`src/hdl/sdfa_pkg.sv`:
```
// Shared types and constants of the sparse DFA byte matcher.
// Table sizes, entry layouts, operation codes and sequencer states.
// No dependencies.
`default_nettype none

package sdfa_pkg;

	// Table sizes are powers of two; indices wrap in their natural width
	localparam int NUM_STATES      = 256;
	localparam int NUM_TRANSITIONS = 1024;
	localparam int LENGTH_BITS     = 16;

	localparam int MAP_DEPTH = 256;
	localparam int MAP_W     = $clog2(MAP_DEPTH);
	localparam int STATE_W   = $clog2(NUM_STATES);
	localparam int TRANS_W   = $clog2(NUM_TRANSITIONS);

	localparam int SYM_W   = 8;
	localparam int SIDX_W  = 8;
	localparam int INDEX_W = 10;
	localparam int COUNT_W = 9;
	localparam int OUTL_W  = 16;

	localparam logic [LENGTH_BITS-1:0] LEN_MAX = {LENGTH_BITS{1'b1}};

	typedef enum logic [1:0] {
		OP_MAP   = 2'd0,
		OP_STATE = 2'd1,
		OP_TRANS = 2'd2,
		OP_MATCH = 2'd3
	} op_t;

	typedef enum logic [2:0] {
		SQ_IDLE,
		SQ_LOOKUP,
		SQ_SCAN,
		SQ_CHECK,
		SQ_EMIT
	} seq_state_t;

	typedef struct packed {
		logic               acc;
		logic [INDEX_W-1:0] first;
		logic [COUNT_W-1:0] count;
	} state_ent_t;

	typedef struct packed {
		logic              stops;
		logic [SIDX_W-1:0] next;
		logic [SYM_W-1:0]  sym;
	} trans_ent_t;

	typedef struct packed {
		logic               map_we;
		logic [MAP_W-1:0]   map_waddr;
		logic [SYM_W-1:0]   map_wdata;
		logic [MAP_W-1:0]   map_raddr;
		logic               state_we;
		logic [STATE_W-1:0] state_waddr;
		state_ent_t         state_wdata;
		logic [STATE_W-1:0] state_raddr;
		logic               trans_we;
		logic [TRANS_W-1:0] trans_waddr;
		trans_ent_t         trans_wdata;
		logic [TRANS_W-1:0] trans_raddr;
	} tbl_req_t;

	typedef struct packed {
		logic [SYM_W-1:0] map_sym;
		state_ent_t       state;
		trans_ent_t       trans;
	} tbl_rd_t;

	typedef struct packed {
		logic              valid;
		logic              matched;
		logic [OUTL_W-1:0] length;
	} res_t;

endpackage

`default_nettype wire

```
`src/hdl/sdfa_ifs.sv`:
```
// Channel interfaces of the sparse DFA byte matcher: input items and results.
// Valid/ready handshake with payload fields. Depends on nothing.
`default_nettype none

interface sdfa_in_if;
	logic       valid;
	logic       ready;
	logic [1:0] operation;
	logic [9:0] table_index;
	logic [7:0] entry_symbol;
	logic       entry_accepting;
	logic [9:0] entry_first_transition;
	logic [8:0] entry_transition_count;
	logic [7:0] entry_next_state;
	logic       entry_stops;
	logic [7:0] byte_value;
	logic       last_byte;

	modport source(output valid, operation, table_index, entry_symbol, entry_accepting,
		entry_first_transition, entry_transition_count, entry_next_state, entry_stops,
		byte_value, last_byte, input ready);
	modport sink(input valid, operation, table_index, entry_symbol, entry_accepting,
		entry_first_transition, entry_transition_count, entry_next_state, entry_stops,
		byte_value, last_byte, output ready);
endinterface


`default_nettype wire

```
`src/hdl/sdfa_seq.sv`:
```
// Sequencer of the matcher: table writes, byte lookup and the transition scan.
// One compare unit checks one transition per cycle. Uses sdfa_pkg, sdfa_ifs.
`default_nettype none

module sdfa_seq (
	input  wire logic                          clk,
	input  wire logic                          arst_n,
	sdfa_in_if.sink                            in_ch,
	input  wire logic [sdfa_pkg::SIDX_W-1:0]   start_state,
	input  wire sdfa_pkg::tbl_rd_t             rd,
	output sdfa_pkg::tbl_req_t                 req,
	input  wire logic                          res_take,
	output sdfa_pkg::res_t                     res
);

	sdfa_pkg::seq_state_t fsm_q, fsm_d;

	logic [sdfa_pkg::SIDX_W-1:0]      cur_state_q;
	logic [sdfa_pkg::LENGTH_BITS-1:0] pos_q, pos1;
	logic                             verdict_q, at_start_q, last_q;
	logic [sdfa_pkg::SYM_W-1:0]       sym_q;
	logic                             acc_s_q;
	logic [sdfa_pkg::TRANS_W-1:0]     tidx_q;
	logic [sdfa_pkg::COUNT_W-1:0]     remain_q;
	logic                             res_matched_q;
	logic [sdfa_pkg::OUTL_W-1:0]      res_len_q;

	logic in_fire, is_match, skip_byte, hit;
	logic dec_done, dec_verdict, dec_matched;
	logic [sdfa_pkg::OUTL_W-1:0] dec_len;
	logic [sdfa_pkg::SIDX_W-1:0] base_state;

	assign in_fire   = in_ch.valid && in_ch.ready;
	assign is_match  = in_ch.operation == sdfa_pkg::OP_MATCH;
	assign skip_byte = verdict_q && !at_start_q;
	assign hit       = rd.trans.sym == sym_q;
	assign pos1      = (pos_q == sdfa_pkg::LEN_MAX) ? pos_q
		: pos_q + sdfa_pkg::LENGTH_BITS'(1);
	assign base_state = at_start_q ? start_state : cur_state_q;

	// next state
	always_comb begin
		fsm_d = fsm_q;
		case (fsm_q)
			sdfa_pkg::SQ_IDLE: begin
				if (in_fire && is_match && !skip_byte) begin
					fsm_d = sdfa_pkg::SQ_LOOKUP;
				end
			end
			sdfa_pkg::SQ_LOOKUP: begin
				fsm_d = (rd.state.count == '0) ? sdfa_pkg::SQ_EMIT : sdfa_pkg::SQ_SCAN;
			end
			sdfa_pkg::SQ_SCAN: begin
				if (hit) begin
					fsm_d = rd.trans.stops ? sdfa_pkg::SQ_EMIT : sdfa_pkg::SQ_CHECK;
				end else if (remain_q == sdfa_pkg::COUNT_W'(1)) begin
					fsm_d = sdfa_pkg::SQ_EMIT;
				end
			end
			sdfa_pkg::SQ_CHECK: begin
				fsm_d = (rd.state.acc || last_q) ? sdfa_pkg::SQ_EMIT : sdfa_pkg::SQ_IDLE;
			end
			sdfa_pkg::SQ_EMIT: begin
				if (res_take) begin
					fsm_d = sdfa_pkg::SQ_IDLE;
				end
			end
			default: fsm_d = sdfa_pkg::SQ_IDLE;
		endcase
	end

	// outputs: table requests and the decision of the current step
	always_comb begin
		req = '0;
		dec_done    = 1'b0;
		dec_verdict = 1'b0;
		dec_matched = 1'b0;
		dec_len     = '0;

		req.map_waddr   = sdfa_pkg::MAP_W'(in_ch.table_index);
		req.map_wdata   = in_ch.entry_symbol;
		req.state_waddr = sdfa_pkg::STATE_W'(in_ch.table_index);
		req.state_wdata = '{acc: in_ch.entry_accepting, first: in_ch.entry_first_transition,
			count: in_ch.entry_transition_count};
		req.trans_waddr = sdfa_pkg::TRANS_W'(in_ch.table_index);
		req.trans_wdata = '{stops: in_ch.entry_stops, next: in_ch.entry_next_state,
			sym: in_ch.entry_symbol};
		req.map_raddr   = in_ch.byte_value;
		req.state_raddr = sdfa_pkg::STATE_W'(base_state);
		req.trans_raddr = tidx_q + sdfa_pkg::TRANS_W'(1);

		case (fsm_q)
			sdfa_pkg::SQ_IDLE: begin
				// drop writes beyond a table
				req.map_we = in_fire && in_ch.operation == sdfa_pkg::OP_MAP
					&& in_ch.table_index < sdfa_pkg::MAP_DEPTH;
				req.state_we = in_fire && in_ch.operation == sdfa_pkg::OP_STATE
					&& in_ch.table_index < sdfa_pkg::NUM_STATES;
				req.trans_we = in_fire && in_ch.operation == sdfa_pkg::OP_TRANS
					&& in_ch.table_index < sdfa_pkg::NUM_TRANSITIONS;
			end
			sdfa_pkg::SQ_LOOKUP: begin
				req.trans_raddr = sdfa_pkg::TRANS_W'(rd.state.first);
				if (rd.state.count == '0) begin
					dec_done    = 1'b1;
					dec_verdict = 1'b1;
					dec_matched = rd.state.acc;
				end
			end
			sdfa_pkg::SQ_SCAN: begin
				req.state_raddr = sdfa_pkg::STATE_W'(rd.trans.next);
				if (hit && rd.trans.stops) begin
					dec_done    = 1'b1;
					dec_verdict = 1'b1;
					dec_matched = acc_s_q;
					dec_len     = acc_s_q ? sdfa_pkg::OUTL_W'(pos1) : '0;
				end else if (!hit && remain_q == sdfa_pkg::COUNT_W'(1)) begin
					dec_done    = 1'b1;
					dec_verdict = 1'b1;
					dec_matched = acc_s_q;
				end
			end
			sdfa_pkg::SQ_CHECK: begin
				dec_done    = 1'b1;
				dec_verdict = rd.state.acc || last_q;
				dec_matched = rd.state.acc;
				dec_len     = rd.state.acc ? sdfa_pkg::OUTL_W'(pos1) : '0;
			end
			default: begin
			end
		endcase
	end

	always_ff @(posedge clk or negedge arst_n) begin
		if (!arst_n) begin
			fsm_q       <= sdfa_pkg::SQ_IDLE;
			cur_state_q <= '0;
			pos_q       <= '0;
			verdict_q   <= 1'b0;
			at_start_q  <= 1'b1;
		end else begin
			fsm_q <= fsm_d;
			if (fsm_q == sdfa_pkg::SQ_IDLE && in_fire && is_match) begin
				if (at_start_q) begin
					cur_state_q <= start_state;
					pos_q       <= '0;
					verdict_q   <= 1'b0;
					at_start_q  <= 1'b0;
				end else if (verdict_q && in_ch.last_byte) begin
					// rearm on the last byte of an already decided string
					at_start_q <= 1'b1;
					verdict_q  <= 1'b0;
				end
			end
			if (fsm_q == sdfa_pkg::SQ_SCAN && hit && !rd.trans.stops) begin
				cur_state_q <= rd.trans.next;
			end
			if (dec_done) begin
				pos_q <= pos1;
				if (last_q) begin
					at_start_q <= 1'b1;
					verdict_q  <= 1'b0;
				end else if (dec_verdict) begin
					verdict_q <= 1'b1;
				end
			end
		end
	end

	// payload registers of the byte in flight
	always_ff @(posedge clk) begin
		if (fsm_q == sdfa_pkg::SQ_IDLE && in_fire) begin
			last_q <= in_ch.last_byte;
		end
		if (fsm_q == sdfa_pkg::SQ_LOOKUP) begin
			sym_q    <= rd.map_sym;
			acc_s_q  <= rd.state.acc;
			tidx_q   <= sdfa_pkg::TRANS_W'(rd.state.first);
			remain_q <= rd.state.count;
		end
		if (fsm_q == sdfa_pkg::SQ_SCAN) begin
			tidx_q   <= tidx_q + sdfa_pkg::TRANS_W'(1);
			remain_q <= remain_q - sdfa_pkg::COUNT_W'(1);
		end
		if (dec_done && dec_verdict) begin
			res_matched_q <= dec_matched;
			res_len_q     <= dec_len;
		end
	end

	assign in_ch.ready = fsm_q == sdfa_pkg::SQ_IDLE;
	assign res.valid   = fsm_q == sdfa_pkg::SQ_EMIT;
	assign res.matched = res_matched_q;
	assign res.length  = res_len_q;

endmodule

`default_nettype wire

```
`src/flat_wrapper.sv`:
```
// flat-port wrapper written by rule: the top's interface ports become plain ports
module sdfa_seq_flat 
  (clk, arst_n, start_state, rd, req, res_take, res, in_ch_valid, in_ch_operation, in_ch_table_index, in_ch_entry_symbol, in_ch_entry_accepting, in_ch_entry_first_transition, in_ch_entry_transition_count, in_ch_entry_next_state, in_ch_entry_stops, in_ch_byte_value, in_ch_last_byte, in_ch_ready);
  sdfa_in_if in_ch_i ();
  input  wire logic clk;
  input  wire logic arst_n;
  input  wire logic [sdfa_pkg::SIDX_W-1:0] start_state;
  input  wire sdfa_pkg::tbl_rd_t rd;
  output sdfa_pkg::tbl_req_t req;
  input  wire logic res_take;
  output sdfa_pkg::res_t res;
  input wire logic [$bits(in_ch_i.valid)-1:0] in_ch_valid;
  input wire logic [$bits(in_ch_i.operation)-1:0] in_ch_operation;
  input wire logic [$bits(in_ch_i.table_index)-1:0] in_ch_table_index;
  input wire logic [$bits(in_ch_i.entry_symbol)-1:0] in_ch_entry_symbol;
  input wire logic [$bits(in_ch_i.entry_accepting)-1:0] in_ch_entry_accepting;
  input wire logic [$bits(in_ch_i.entry_first_transition)-1:0] in_ch_entry_first_transition;
  input wire logic [$bits(in_ch_i.entry_transition_count)-1:0] in_ch_entry_transition_count;
  input wire logic [$bits(in_ch_i.entry_next_state)-1:0] in_ch_entry_next_state;
  input wire logic [$bits(in_ch_i.entry_stops)-1:0] in_ch_entry_stops;
  input wire logic [$bits(in_ch_i.byte_value)-1:0] in_ch_byte_value;
  input wire logic [$bits(in_ch_i.last_byte)-1:0] in_ch_last_byte;
  output wire logic [$bits(in_ch_i.ready)-1:0] in_ch_ready;
  assign in_ch_i.valid = in_ch_valid;
  assign in_ch_i.operation = in_ch_operation;
  assign in_ch_i.table_index = in_ch_table_index;
  assign in_ch_i.entry_symbol = in_ch_entry_symbol;
  assign in_ch_i.entry_accepting = in_ch_entry_accepting;
  assign in_ch_i.entry_first_transition = in_ch_entry_first_transition;
  assign in_ch_i.entry_transition_count = in_ch_entry_transition_count;
  assign in_ch_i.entry_next_state = in_ch_entry_next_state;
  assign in_ch_i.entry_stops = in_ch_entry_stops;
  assign in_ch_i.byte_value = in_ch_byte_value;
  assign in_ch_i.last_byte = in_ch_last_byte;
  assign in_ch_ready = in_ch_i.ready;
  sdfa_seq u_core (.clk(clk), .arst_n(arst_n), .in_ch(in_ch_i), .start_state(start_state), .rd(rd), .req(req), .res_take(res_take), .res(res));
endmodule
```
`config.mk`:
```
export PLATFORM = sky130hd
export DESIGN_NAME = sdfa_seq_flat
export DESIGN_NICKNAME = d
export VERILOG_FILES = /design/src/hdl/sdfa_pkg.sv /design/src/hdl/sdfa_ifs.sv /design/src/hdl/sdfa_seq.sv /design/src/flat_wrapper.sv
export SDC_FILE = /design/constraint.sdc
export NUM_CORES = 1
export LEC_CHECK = 0
export BUFFER_PORTS_ARGS = -buffer_cell sky130_fd_sc_hd__buf_2
export CORE_ASPECT_RATIO = 1.2
export CORE_UTILIZATION = 48
export CTS_BUF_LIST = sky130_fd_sc_hd__clkbuf_4 sky130_fd_sc_hd__clkbuf_8
export CTS_CLUSTER_DIAMETER = 30
export DETAILED_ROUTE_END_ITERATION = 12
export PLACE_DENSITY = 0.83
export SLEW_MARGIN = 20
export SYNTH_ARGS = -nofsm -noshare
export SYNTH_HDL_FRONTEND = slang
export SYNTH_SLANG_ARGS = --single-unit
```
`constraint.sdc`:
```
create_clock -name clk -period 3.2 [get_ports clk]
set_input_delay 0.48 -clock clk [delete_from_list [all_inputs] [get_ports clk]]
set_output_delay 0.48 -clock clk [all_outputs]
set_load 0.05 [all_outputs]
```
==> metrics.md, run 1 <==
| Metric | Value |
|---|---|
| Status | finished clean |
| Crit Reg-Reg Startpoint | u_core.sym_q[2] |
| Worst Reg-to-Reg Cells | 6 |
| Root Buffer | clkbuf_8 |
| Seq/Total Area, Yosys | 0.443 |
| Post-CTS Repair Setup Buffers | 0 |
| Worst Hold Class | input port to asynchronous set/reset pin |
| # rows | 39 |
| Worst hold slack | 170 ps |
| Crit path kind | flip-flop to primary output |
| Post-Syn Area | 4750 um2 |
| Post-Syn Instances | roughly 500 |
| CP arrival | 2160 ps |
| # clock sinks | 75 |
| CP Capture Type | primary output |
| Post-synth ARST share | 0.387 |
| DRC | 0 |
| Hold buffers post-CTS | 0 |
| Largest net degree at the start of global routing | 40 |
| Antenna violations before repair | 1 |
| VDD IR max | between 0.0005 and 0.0006 V |
| Io pins | roughly 230 |
| Worst Max-Slew Pin Slew | 800 ps |
| Filler cells | 890 |
| Fin. max-slew vios | 0 |
| Clock period minus worst slack | 2640 ps |
| Worst skew pair latency | between 300 and 400 ps |
| Fin Setup TNS | 0 ps |
| Syn nets | 622 |
| DR pass1 iterations | 4 |
| Nets | 645 |
| Synth Flop Type | edfxtp_1 |
| Final HPWL DP | 7940 um |
| Yosys warns | 0 |
| Slew Limit Headroom | 0.465 |
| Via count | 3555 |
| GR Overflow Total | 0 |
| Layout cell share with drive strength beyond 1 | 0.273 |
| Die H | 111 um |
| Synth area leaders | edfxtp_1 29%, dfrtp_1 15%, buf_4 13% |
| TritonCTS Buffers | 9 |
| Clk pin slew, worst setup/hold paths | 80 ps |
| Vias in the first global route | 3457 |
| IO Port Bufs | 103 |
| Final Skew | roughly 15 ps |
| Post-synth EDFFs | 46 |
| Setup violators final | 0 |
| PwrDens | a little under 800 nW/um2 |
| Post-synth cell types | 58 |
| Vias per cell | 5.43 |
| Crit path max fanout | 22 |
| Initial Utilization | 0.497 |
| Global Route Usage Sum | 0.212 |
| Max-cap violations | 0 |
| Mapped Avg Cell Area | 9.45 um2 |
| Final ANT Viol Nets | 0 |
| Most frequent cells after synthesis | 81 x buf_4, 51 x nand2_1, 46 x edfxtp_1 |
| RSZ-0062 raised after global routing | no |
| Core ar. | around 9600 um2 |
| Post-synth top area cell | edfxtp_1 |
| Total routed wirelength | 10400 um |
| Synth Register Bits | 75 |
| Leak | around 2.1 nW |
| Most common cell in the netlist | buf_4 |
| Clk buf depth | 2 |
| Fmax | 0.379 GHz |
| Worst setup SP type | flip-flop |
| Htree depth | 3 |
| CTS tree | yes |
| Die Wd | 92.9 um |
| # resized after CTS | 0 |
| Final period util | 0.824 |
| Drt first-iter violations | 233 |
| FF-to-FF End | u_core.pos_q[8] |
| Yosys top cell area share | 0.291 |
| RePlAce Congestion | between 0.8 and 0.9 |
| Area growth, synth to finish | 4.26% |
| CP Data Required Time | approximately 2700 ps |
| Final hold violations | 0 |
| Drt wl/cell | 16.0 um |
| Full die area | 10300 um2 |
| Worst R2R Setup Slack | 620 ps |
| Global-route wire length before repair | 16800 um |
[cell families after synthesis]
kind of cell / share of synthesized area
AND/OR/NAND/NOR: 0.168
AO/OA/AOI/OAI: 0.133
XOR/XNOR: 0.0589
buffers and inverters: 0.165
adder cells (fa/ha/maj): 0.0105
multiplexers: 0.0213
flip-flops: 0.443
[metrics by stage]
step                      instance area [um2]  utilization  power (mW)  std cells  setup WS (ps)
final                                    4960        0.518        3.87        655            563
after global routing                     4960        0.518        4.10        655            442
after CTS                                4950        0.518        3.88        654            550
after detailed placement                 4790        0.501        3.24        638            441
after global placement                   4790        0.501        3.20        638            581
after floorplan                          4760            -        3.08        503           10.6
[state kept, by name (all words and copies together) (netlist names)]
| register | count |
|---|---|
| u_core.res_len_q | 16 |
| u_core.sym_q | 8 |
| u_core.acc_s_q | 1 |
| u_core.cur_state_q | 8 |
| u_core.res_matched_q | 1 |
| u_core.fsm_q | 3 |
| u_core.tidx_q | 10 |
| u_core.at_start_q | 1 |
| u_core.verdict_q | 1 |
| u_core.pos_q | 16 |
| u_core.last_q | 1 |
| u_core.remain_q | 9 |
[power by group]
group / leakage (nW) / switching, mW / internal, mW
logic: 1.21 / 1.23 / 0.486
registers: 0.819 / 0.197 / 1.33
clock network: 0.0834 / 0.333 / 0.300
total: 2.12 / 1.76 / 2.11
[worst max-delay path: stages (launching register included)]
cell and delay [ps]:
dfrtp_1 440, or3b_1 470, buf_4 240, inv_1 70
buf_4 170, nand2_1 70, nand2_1 80, buf_2 270
[routing by layer]
layer / vias to the layer above / track usage / wire length, um
met1: 1649 / 0.231 / 3990
met4: 0 / 0.122 / 488
li1: 1729 / - / -
met3: 40 / 0.0878 / 813
met2: 137 / 0.343 / 5160
met5: - / 0 / 0
[cell type report]
| type | instances | area [um2] | share of cell area |
|---|---|---|---|
| inverter | 18 | 67.6 | 0.0136 |
| timing repair buffer | 112 | 583 | 0.118 |
| antenna | 1 | 2.50 | 0.000505 |
| clock inverter | 4 | 18.8 | 0.00379 |
| tap | 123 | 154 | 0.0310 |
| sequential | 75 | 2110 | 0.425 |
| clock buffer | 12 | 146 | 0.0295 |
| multi-input combinational | 310 | 1880 | 0.379 |
[layout by cell type, fill, tap and decap left out, types with 15 or more instances in the layout]
| cell | count |
|---|---|
| buf_2 | 103 |
| nand2_1 | 51 |
| edfxtp_1 | 46 |
| nor2_1 | 40 |
| o21ai_0 | 34 |
| dfrtp_1 | 28 |
| a21oi_1 | 26 |
| inv_1 | 18 |
| xor2_1 | 17 |
| xnor2_1 | 15 |
[worst max-delay path by stage]
stage                                  start              end  slack (ps)  cells past startpoint
after global routing      u_core.remain_q[1]  u_core.pos_q[9]         440                      9
after CTS                    u_core.fsm_q[2]           req[1]         550                      7
after detailed placement               rd[2]  u_core.pos_q[8]         440                      7
after global placement                 rd[2]  u_core.pos_q[9]         580                      7
final                        u_core.fsm_q[2]           req[1]         560                      7
after floorplan              u_core.fsm_q[2]          req[74]          10                      5
Note: power is estimated with default switching activity, not from simulation.
==> inputs of run 2 (changes only) <==
--- a/config.mk
+++ b/config.mk
@@ -5,13 +5,14 @@
 export SDC_FILE = /design/constraint.sdc
 export NUM_CORES = 1
 export LEC_CHECK = 0
+export ABC_AREA = 1
 export BUFFER_PORTS_ARGS = -buffer_cell sky130_fd_sc_hd__buf_2
 export CORE_ASPECT_RATIO = 1.2
-export CORE_UTILIZATION = 48
+export CORE_UTILIZATION = 44
 export CTS_BUF_LIST = sky130_fd_sc_hd__clkbuf_4 sky130_fd_sc_hd__clkbuf_8
 export CTS_CLUSTER_DIAMETER = 30
 export DETAILED_ROUTE_END_ITERATION = 12
-export PLACE_DENSITY = 0.83
+export PLACE_DENSITY = 0.79
 export SLEW_MARGIN = 20
 export SYNTH_ARGS = -nofsm -noshare
 export SYNTH_HDL_FRONTEND = slang
==> constraint.sdc (replaced) <==
create_clock -name clk -period 2.4 [get_ports clk]
set_input_delay 0.36 -clock clk [delete_from_list [all_inputs] [get_ports clk]]
set_output_delay 0.36 -clock clk [all_outputs]
set_load 0.05 [all_outputs]
==> metrics.md, run 2 <==
| Metric | Value |
|---|---|
| Top flop regs | u_core.pos_q (16), u_core.res_len_q (16), u_core.tidx_q (10) |
| Worst skew pair latency | 360 ps (about the same) |
| Total routed wirelength | 11100 um (+5.9%) |
| Post-route insts no fill | 789 (+20%) |
| CP arrival | 1920 ps (-240 ps) |
| Seq/Total Area, Yosys | 0.423 (-0.0204) |
| Final Power | 6.12 mW (+58%) |
| GR Overflow Total | 0 (unchanged) |
| Final HPWL DP | 8320 um (+4.7%) |
| Register area | 2110 um2 (unchanged) |
| PwrDens | 1160 nW/um2 (+49%) |
| Area of the multi-input gates | 1980 um2 (+5.4%) |
| Leak | 2.56 nW (+21%) |
| Post-Syn Area | 4980 um2 (+4.8%) |
| Initial Utilization | 0.452 (-0.0455) |
| RePlAce Congestion | 0.895 (+1.0%) |
| Clk buf depth | 2 (unchanged) |
| Fin Setup TNS | 0 ps (unchanged) |
| Yosys top cell area share | 0.277 (-0.0133) |
| Switching power | 2.90 mW (+65%) |
| DRC | 0 (unchanged) |
| Post-Syn Instances | 625 (+24%) |
| Final period util | 0.950 |
| FF-to-FF End | u_core.pos_q[6] |
| Synth Flop Type | edfxtp_1 |
| Global-route wire length before repair | 18000 um (+6.7%) |
| VDD IR max | 0.000814 V (+40%) |
| CP Data Required Time | 2040 ps (-680 ps) |
| IO Port Bufs | 103 (unchanged) |
| Drt first-iter violations | 172 (-26%) |
| Mapped Avg Cell Area | 7.97 um2 (-16%) |
| Full die area | 11800 um2 (+14%) |
| Hold buffers post-CTS | 0 (unchanged) |
| Die Wd | 99.2 um (+6.8%) |
| Area growth, synth to finish | 5.35% |
| Commonest non-fill, non-tap cell in the layout | nand2_1 |
| Final Util | 0.476 (-0.0426) |
| Post-synth top area cell | edfxtp_1 |
| Crit path kind | flip-flop to primary output |
| Crit path max fanout | 5 (-77%) |
| Synth area leaders | edfxtp_1 28%, nand2_1 14%, dfrtp_1 14% |
| N_diodes | 0 (-1) |
| TritonCTS Buffers | 9 (unchanged) |
| Worst Max-Slew Pin Slew | 698 ps (-102 ps) |
| Antenna violations before repair | 0 (-1) |
| Max-cap violations | 0 (unchanged) |
| Clock period minus worst slack | 2280 ps |
| Worst setup SP type | flip-flop |
| Final hold violations | 0 (unchanged) |
| Placed insts | 771 (+21%) |
| Fmax | roughly 0.44 GHz |
| DR pass1 iterations | 4 (unchanged) |
| Post-synth ARST share | 0.387 (unchanged) |
| Comb pwr share | 0.488 (+0.045) |
| Filler cells | 1073 (+21%) |
| Drt wl/cell | 14.0 um (-12%) |
| # rows | 42 (+7.7%) |
| Layout cell share with drive strength beyond 1 | 0.240 (-0.0326) |
| Setup violators final | 0 (unchanged) |
| Post-synth cell types | 34 (-41%) |
| Fin. max-slew vios | 0 (unchanged) |
| Worst Reg-to-Reg Cells | 10 (+4) |
| Clk pwr share | 0.163 (about the same) |
| Largest net degree at the start of global routing | 30 (-25%) |
| P_int | 3.22 mW (+52%) |
| Final ANT Viol Nets | 0 (unchanged) |
| Most common cell in the netlist | nand2_1 |
| Syn nets | 744 (+20%) |
| Most frequent cells after synthesis | 188 x nand2_1, 81 x buf_4, 51 x nor2_1 |
| Core ar. | 11000 um2 (+15%) |
| Nets | 771 (+20%) |
| Root Buffer | clkbuf_8 |
| Via count | 3985 (+12%) |
| Worst R2R Setup Slack | 380 ps (-240 ps) |
| Crit Reg-Reg Startpoint | u_core.fsm_q[0] |
| Htree depth | 3 (unchanged) |
| Die H | 119 um (+6.8%) |
| Yosys warns | 0 (unchanged) |
| Sequential power share | 0.349 (-0.045) |
| Vias in the first global route | 3813 (+10%) |
| Clk pin slew, worst setup/hold paths | 80 ps (about the same) |
| Sw Share | 0.474 (+0.0201) |
| Slew Limit Headroom | 0.535 (+0.0694) |
| Post-synth EDFFs | 46 (unchanged) |
| CTS tree | yes |
| Status | finished clean |
| Worst Hold Class | input port to asynchronous set/reset pin |
| # clock sinks | 75 (unchanged) |
| Io pins | 234 (unchanged) |
| Global Route Usage Sum | 0.196 (-0.0158) |
| Synth Register Bits | 75 (unchanged) |
| Vias per cell | 5.05 (-6.9%) |
| Commonest cells after routing, fill and taps aside | 188 x nand2_1, 101 x buf_2, 50 x inv_1 |
| CP Capture Type | primary output |
| Final Skew | 11.4 ps (-3.16 ps) |
## run 2: worst max-delay path: stages, from the launching register on
cell and delay [ps]:
edfxtp_1 430, ha_2 230, nand4_1 160, nor2_2 150, xor2_1 190, nand2_1 70, o21ai_1 80, buf_2 270
## run 2: area by class of cell
| class | count | area share |
|---|---|---|
| Multi-Input combinational cell | 398 | 0.377 |
| Clock inverter | 3 | 0.00763 |
| Sequential cell | 75 | 0.402 |
| Clock buffer | 13 | 0.0305 |
| Tap cell | 132 | 0.0315 |
| Timing Repair Buffer | 112 | 0.112 |
| Inverter | 56 | 0.0400 |
## run 2: routing by layer
layer	vias up	share of wire	track usage
li1	1997	-	-
met3	47	0.088	0.0787
met2	137	0.48	0.333
met1	1804	0.40	0.212
met5	-	0	0
met4	0	0.032	0.0928
## run 2: power by group through the flow
| stage | combinational, mW | clock, mW | sequential, mW |
|---|---|---|---|
| global route | 3.27 | 1.06 | 2.18 |
| floorplan | 2.63 | 0 | 2.13 |
| detailed placement | 2.95 | 0 | 2.15 |
| finish | 2.98 | 0.997 | 2.14 |
| global placement | 2.93 | 0 | 2.14 |
| CTS | 2.96 | 1.01 | 2.13 |
## run 2: worst max-delay path by stage
stage                     slack [ps]              from                to  depth (start not counted)
after floorplan                  -30   u_core.fsm_q[2]            req[1]                          4
after CTS                         30  u_core.tidx_q[0]            req[8]                          8
after global routing              -4  u_core.tidx_q[0]            req[6]                          7
after detailed placement         370             rd[4]  u_core.verdict_q                         12
after global placement           430   u_core.fsm_q[0]  u_core.pos_q[12]                         10
final                            120  u_core.tidx_q[0]            req[6]                          7
## run 2: per-stage QoR
step | hold WS [ps] | worst slack, ps | cell area (um2)
after floorplan | 64.4 | -27.7 | 4990
after global placement | 444 | 426 | 5010
after detailed placement | 444 | 375 | 5010
after CTS | 59.2 | 29.1 | 5220
after global routing | 94.8 | -4.30 | 5250
final | 39.9 | 121 | 5250
## run 2: timing repair
action / in CTS / in global routing
gates resized for setup: 0 / 7
setup buffers: 0 / 2
endpoints found under the setup margin: 0 / 3
endpoints found under the hold margin: 0 / 0
## run 2: cells by family (layout without fill, tap and decap cells)
logic type	Yosys count	after routing	synth area share
AND/OR/NAND/NOR	316	316	0.279
AO/OA/AOI/OAI	53	53	0.0590
flip-flops	75	75	0.423
buffers and inverters	152	184	0.185
adder cells (fa/ha/maj)	4	4	0.0100
XOR/XNOR	25	25	0.0439
==> inputs of run 3 (changes only) <==
--- a/config.mk
+++ b/config.mk
@@ -7,12 +7,11 @@
 export LEC_CHECK = 0
 export ABC_AREA = 1
 export BUFFER_PORTS_ARGS = -buffer_cell sky130_fd_sc_hd__buf_2
-export CORE_ASPECT_RATIO = 1.2
-export CORE_UTILIZATION = 44
+export CORE_UTILIZATION = 49
 export CTS_BUF_LIST = sky130_fd_sc_hd__clkbuf_4 sky130_fd_sc_hd__clkbuf_8
 export CTS_CLUSTER_DIAMETER = 30
 export DETAILED_ROUTE_END_ITERATION = 12
-export PLACE_DENSITY = 0.79
+export PLACE_DENSITY = 0.84
 export SLEW_MARGIN = 20
 export SYNTH_ARGS = -nofsm -noshare
 export SYNTH_HDL_FRONTEND = slang
==> constraint.sdc (replaced) <==
create_clock -name clk -period 2.6 [get_ports clk]
set_input_delay 0.39 -clock clk [delete_from_list [all_inputs] [get_ports clk]]
set_output_delay 0.39 -clock clk [all_outputs]
set_load 0.05 [all_outputs]
==> metrics.md, run 3 (synthesized netlist as in run 2, its figures left out) <==
| Metric | Value |
|---|---|
| Status | finished clean |
| Total routed wirelength | 11700 um (+5.7%) |
| Initial Utilization | 0.508 (+0.0559) |
| Die Wd | 103 um (+3.7%) |
| WP buf/inv | 3 (+2) |
| Worst path max stage delay | 470 ps (+40 ps) |
| Delay-heaviest family, CP | buffers and inverters |
| Clk buf depth | 2 (unchanged) |
| Area growth, synth to finish | 5.67% |
| Worst Hold Class | input port to asynchronous set/reset pin |
| Worst Max-Slew Pin Slew | 684 ps (-14.1 ps) |
| Sw Share | 0.468 (-0.00597) |
| Placed insts | 773 (+0.26%) |
| Worst skew pair latency | 360 ps (about the same) |
| Commonest non-fill, non-tap cell in the layout | nand2_1 |
| Post-DP Area | 5010 um2 (about the same) |
| Commonest cells after routing, fill and taps aside | 188 x nand2_1, 101 x buf_2, 51 x nor2_1 |
| CP Capture Type | primary output |
| CP arrival | 2030 ps (+110 ps) |
| Final ANT Viol Nets | 0 (unchanged) |
| Die H | 103 um (-13%) |
| Post-route insts no fill | 789 (unchanged) |
| P_int | 3.11 mW (-3.2%) |
| RSZ-0062 raised after global routing | no |
| Clk pwr share | 0.191 (+0.028) |
| Full die area | 10600 um2 (-10%) |
| Final Power | 5.85 mW (-4.3%) |
| Global Route Usage Sum | 0.229 (+0.0327) |
| Fin Setup TNS | 0 ps (unchanged) |
| Max-cap violations | 0 (unchanged) |
| Fmax | slightly above 0.4 GHz |
| Antenna violations before repair | 0 (unchanged) |
| Setup violators final | 0 (unchanged) |
| Pre-CTS setup slack | 497 ps (+123 ps) |
| Final HPWL DP | 9050 um (+8.8%) |
| Final Util | 0.536 (+0.0606) |
| Master of the slowest instance on the critical path | dfrtp_1 |
| DR pass1 iterations | 5 (+1) |
| Final hold violations | 0 (unchanged) |
| N_diodes | 0 (unchanged) |
| Fin. max-slew vios | 0 (unchanged) |
| IO Port Bufs | 103 (unchanged) |
| Final Skew | 13.7 ps (+2.26 ps) |
| # rows | 36 (-14%) |
| Global-route wire length before repair | 18600 um (+3.4%) |
| Core ar. | 9820 um2 (-11%) |
| Nets | 770 (-0.13%) |
| RePlAce Congestion | 0.868 (-3.0%) |
| Clk pin slew, worst setup/hold paths | 80 ps (about the same) |
| Io pins | 234 (unchanged) |
| Final Cell Area | 5270 um2 (+0.31%) |
| CP Data Required Time | 2210 ps (+170 ps) |
| Top flop regs | u_core.pos_q (16), u_core.res_len_q (16), u_core.tidx_q (10) |
| Final period util | 0.931 |
| Drt wl/cell | 14.8 um (+5.7%) |
| Hold buffers post-CTS | 0 (unchanged) |
| Largest net degree at the start of global routing | 38 (+27%) |
| Crit path kind | flip-flop to primary output |
| # clock sinks | 75 (unchanged) |
| Leak | 2.57 nW (+0.36%) |
| TritonCTS Buffers | 9 (unchanged) |
| Clock period minus worst slack | 2420 ps |
| Worst setup margin | 179 ps (+58.0 ps) |
| Worst setup SP type | flip-flop |
| Via count | 4086 (+2.5%) |
| CTS tree | yes |
| PwrDens | 1110 nW/um2 (-4.6%) |
| Vias in the first global route | 3852 (+1.0%) |
| Worst path cell trace | nor3_4 -> buf_4 -> inv_2 -> o21ai_1 -> buf_2 |
| Crit path max fanout | 16 (+11) |
| Vias per cell | 5.18 (+2.5%) |
| Worst hold slack | 66.8 ps (+26.9 ps) |
| Drt first-iter violations | 320 (+86%) |
| Root Buffer | clkbuf_8 |
| Layout cell share with drive strength beyond 1 | 0.230 (-0.0103) |
| Switching power | 2.74 mW (-5.5%) |
| DRC | 0 (unchanged) |
| VDD IR max | 0.000945 V (+16%) |
| GR Overflow Total | 0 (unchanged) |
| Htree depth | 3 (unchanged) |
| Slew Limit Headroom | 0.543 (+0.00830) |
| Sequential power share | 0.337 (-0.012) |
| Comb pwr share | 0.472 (-0.016) |
-- run 3: final timing paths --
| kind | start | endpoint | slack [ps] | depth (start not counted) |
|---|---|---|---|---|
| worst max-delay path | u_core.fsm_q[2] | req[6] | 180 | 5 |
| worst min-delay path | arst_n | u_core.verdict_q | 70 | 1 |
| worst max register to register | u_core.remain_q[3] | u_core.res_len_q[9] | 500 | 6 |
| worst min register to register | u_core.cur_state_q[2] | u_core.cur_state_q[2] | 520 | 2 |
| max in group asynchronous | arst_n | u_core.pos_q[15] | 2100 | 1 |
| min in group clk | rd[38] | u_core.sym_q[1] | 210 | 1 |
-- run 3: area by class of cell --
type	count	area, um2
fill	925	4550
clock buffer	10	138
sequential	75	2110
inverter	56	210
tap	133	166
timing repair buffer	111	581
clock inverter	6	110
multi-input combinational	398	1950
-- run 3: per-layer routing --
metal | up-vias | part of all wire | GRT usage
met5 | - | 0 | 0
met4 | 0 | 0.016 | 0.0693
met3 | 23 | 0.097 | 0.0834
li1 | 1994 | - | -
met1 | 1850 | 0.39 | 0.266
met2 | 219 | 0.49 | 0.395
-- run 3: worst register-to-register path: cells and delay by family, from the launching register on --
| kind | cells | cell delay [ps] |
|---|---|---|
| flip-flops | 1 | 420 |
| AND/OR/NAND/NOR | 6 | 1290 |
-- run 3: what timing repair did --
action,in CTS,in global routing
resized for setup,0,2
setup endpoints to repair,0,2
buffers inserted,0,0
hold endpoints to repair,0,0
-- run 3: power by group through the flow --
| stage | Sequential [mW] | Combinational (mW) | Clock [mW] |
|---|---|---|---|
| 2_1_floorplan | 1.97 | 2.43 | 0 |
| 3_3_place_gp | 1.97 | 2.67 | 0 |
| 3_5_place_dp | 1.99 | 2.74 | 0 |
| 4_1_cts | 1.97 | 2.76 | 1.12 |
| 5_1_grt | 2.02 | 3.00 | 1.19 |
| 6_report | 1.97 | 2.76 | 1.12 |
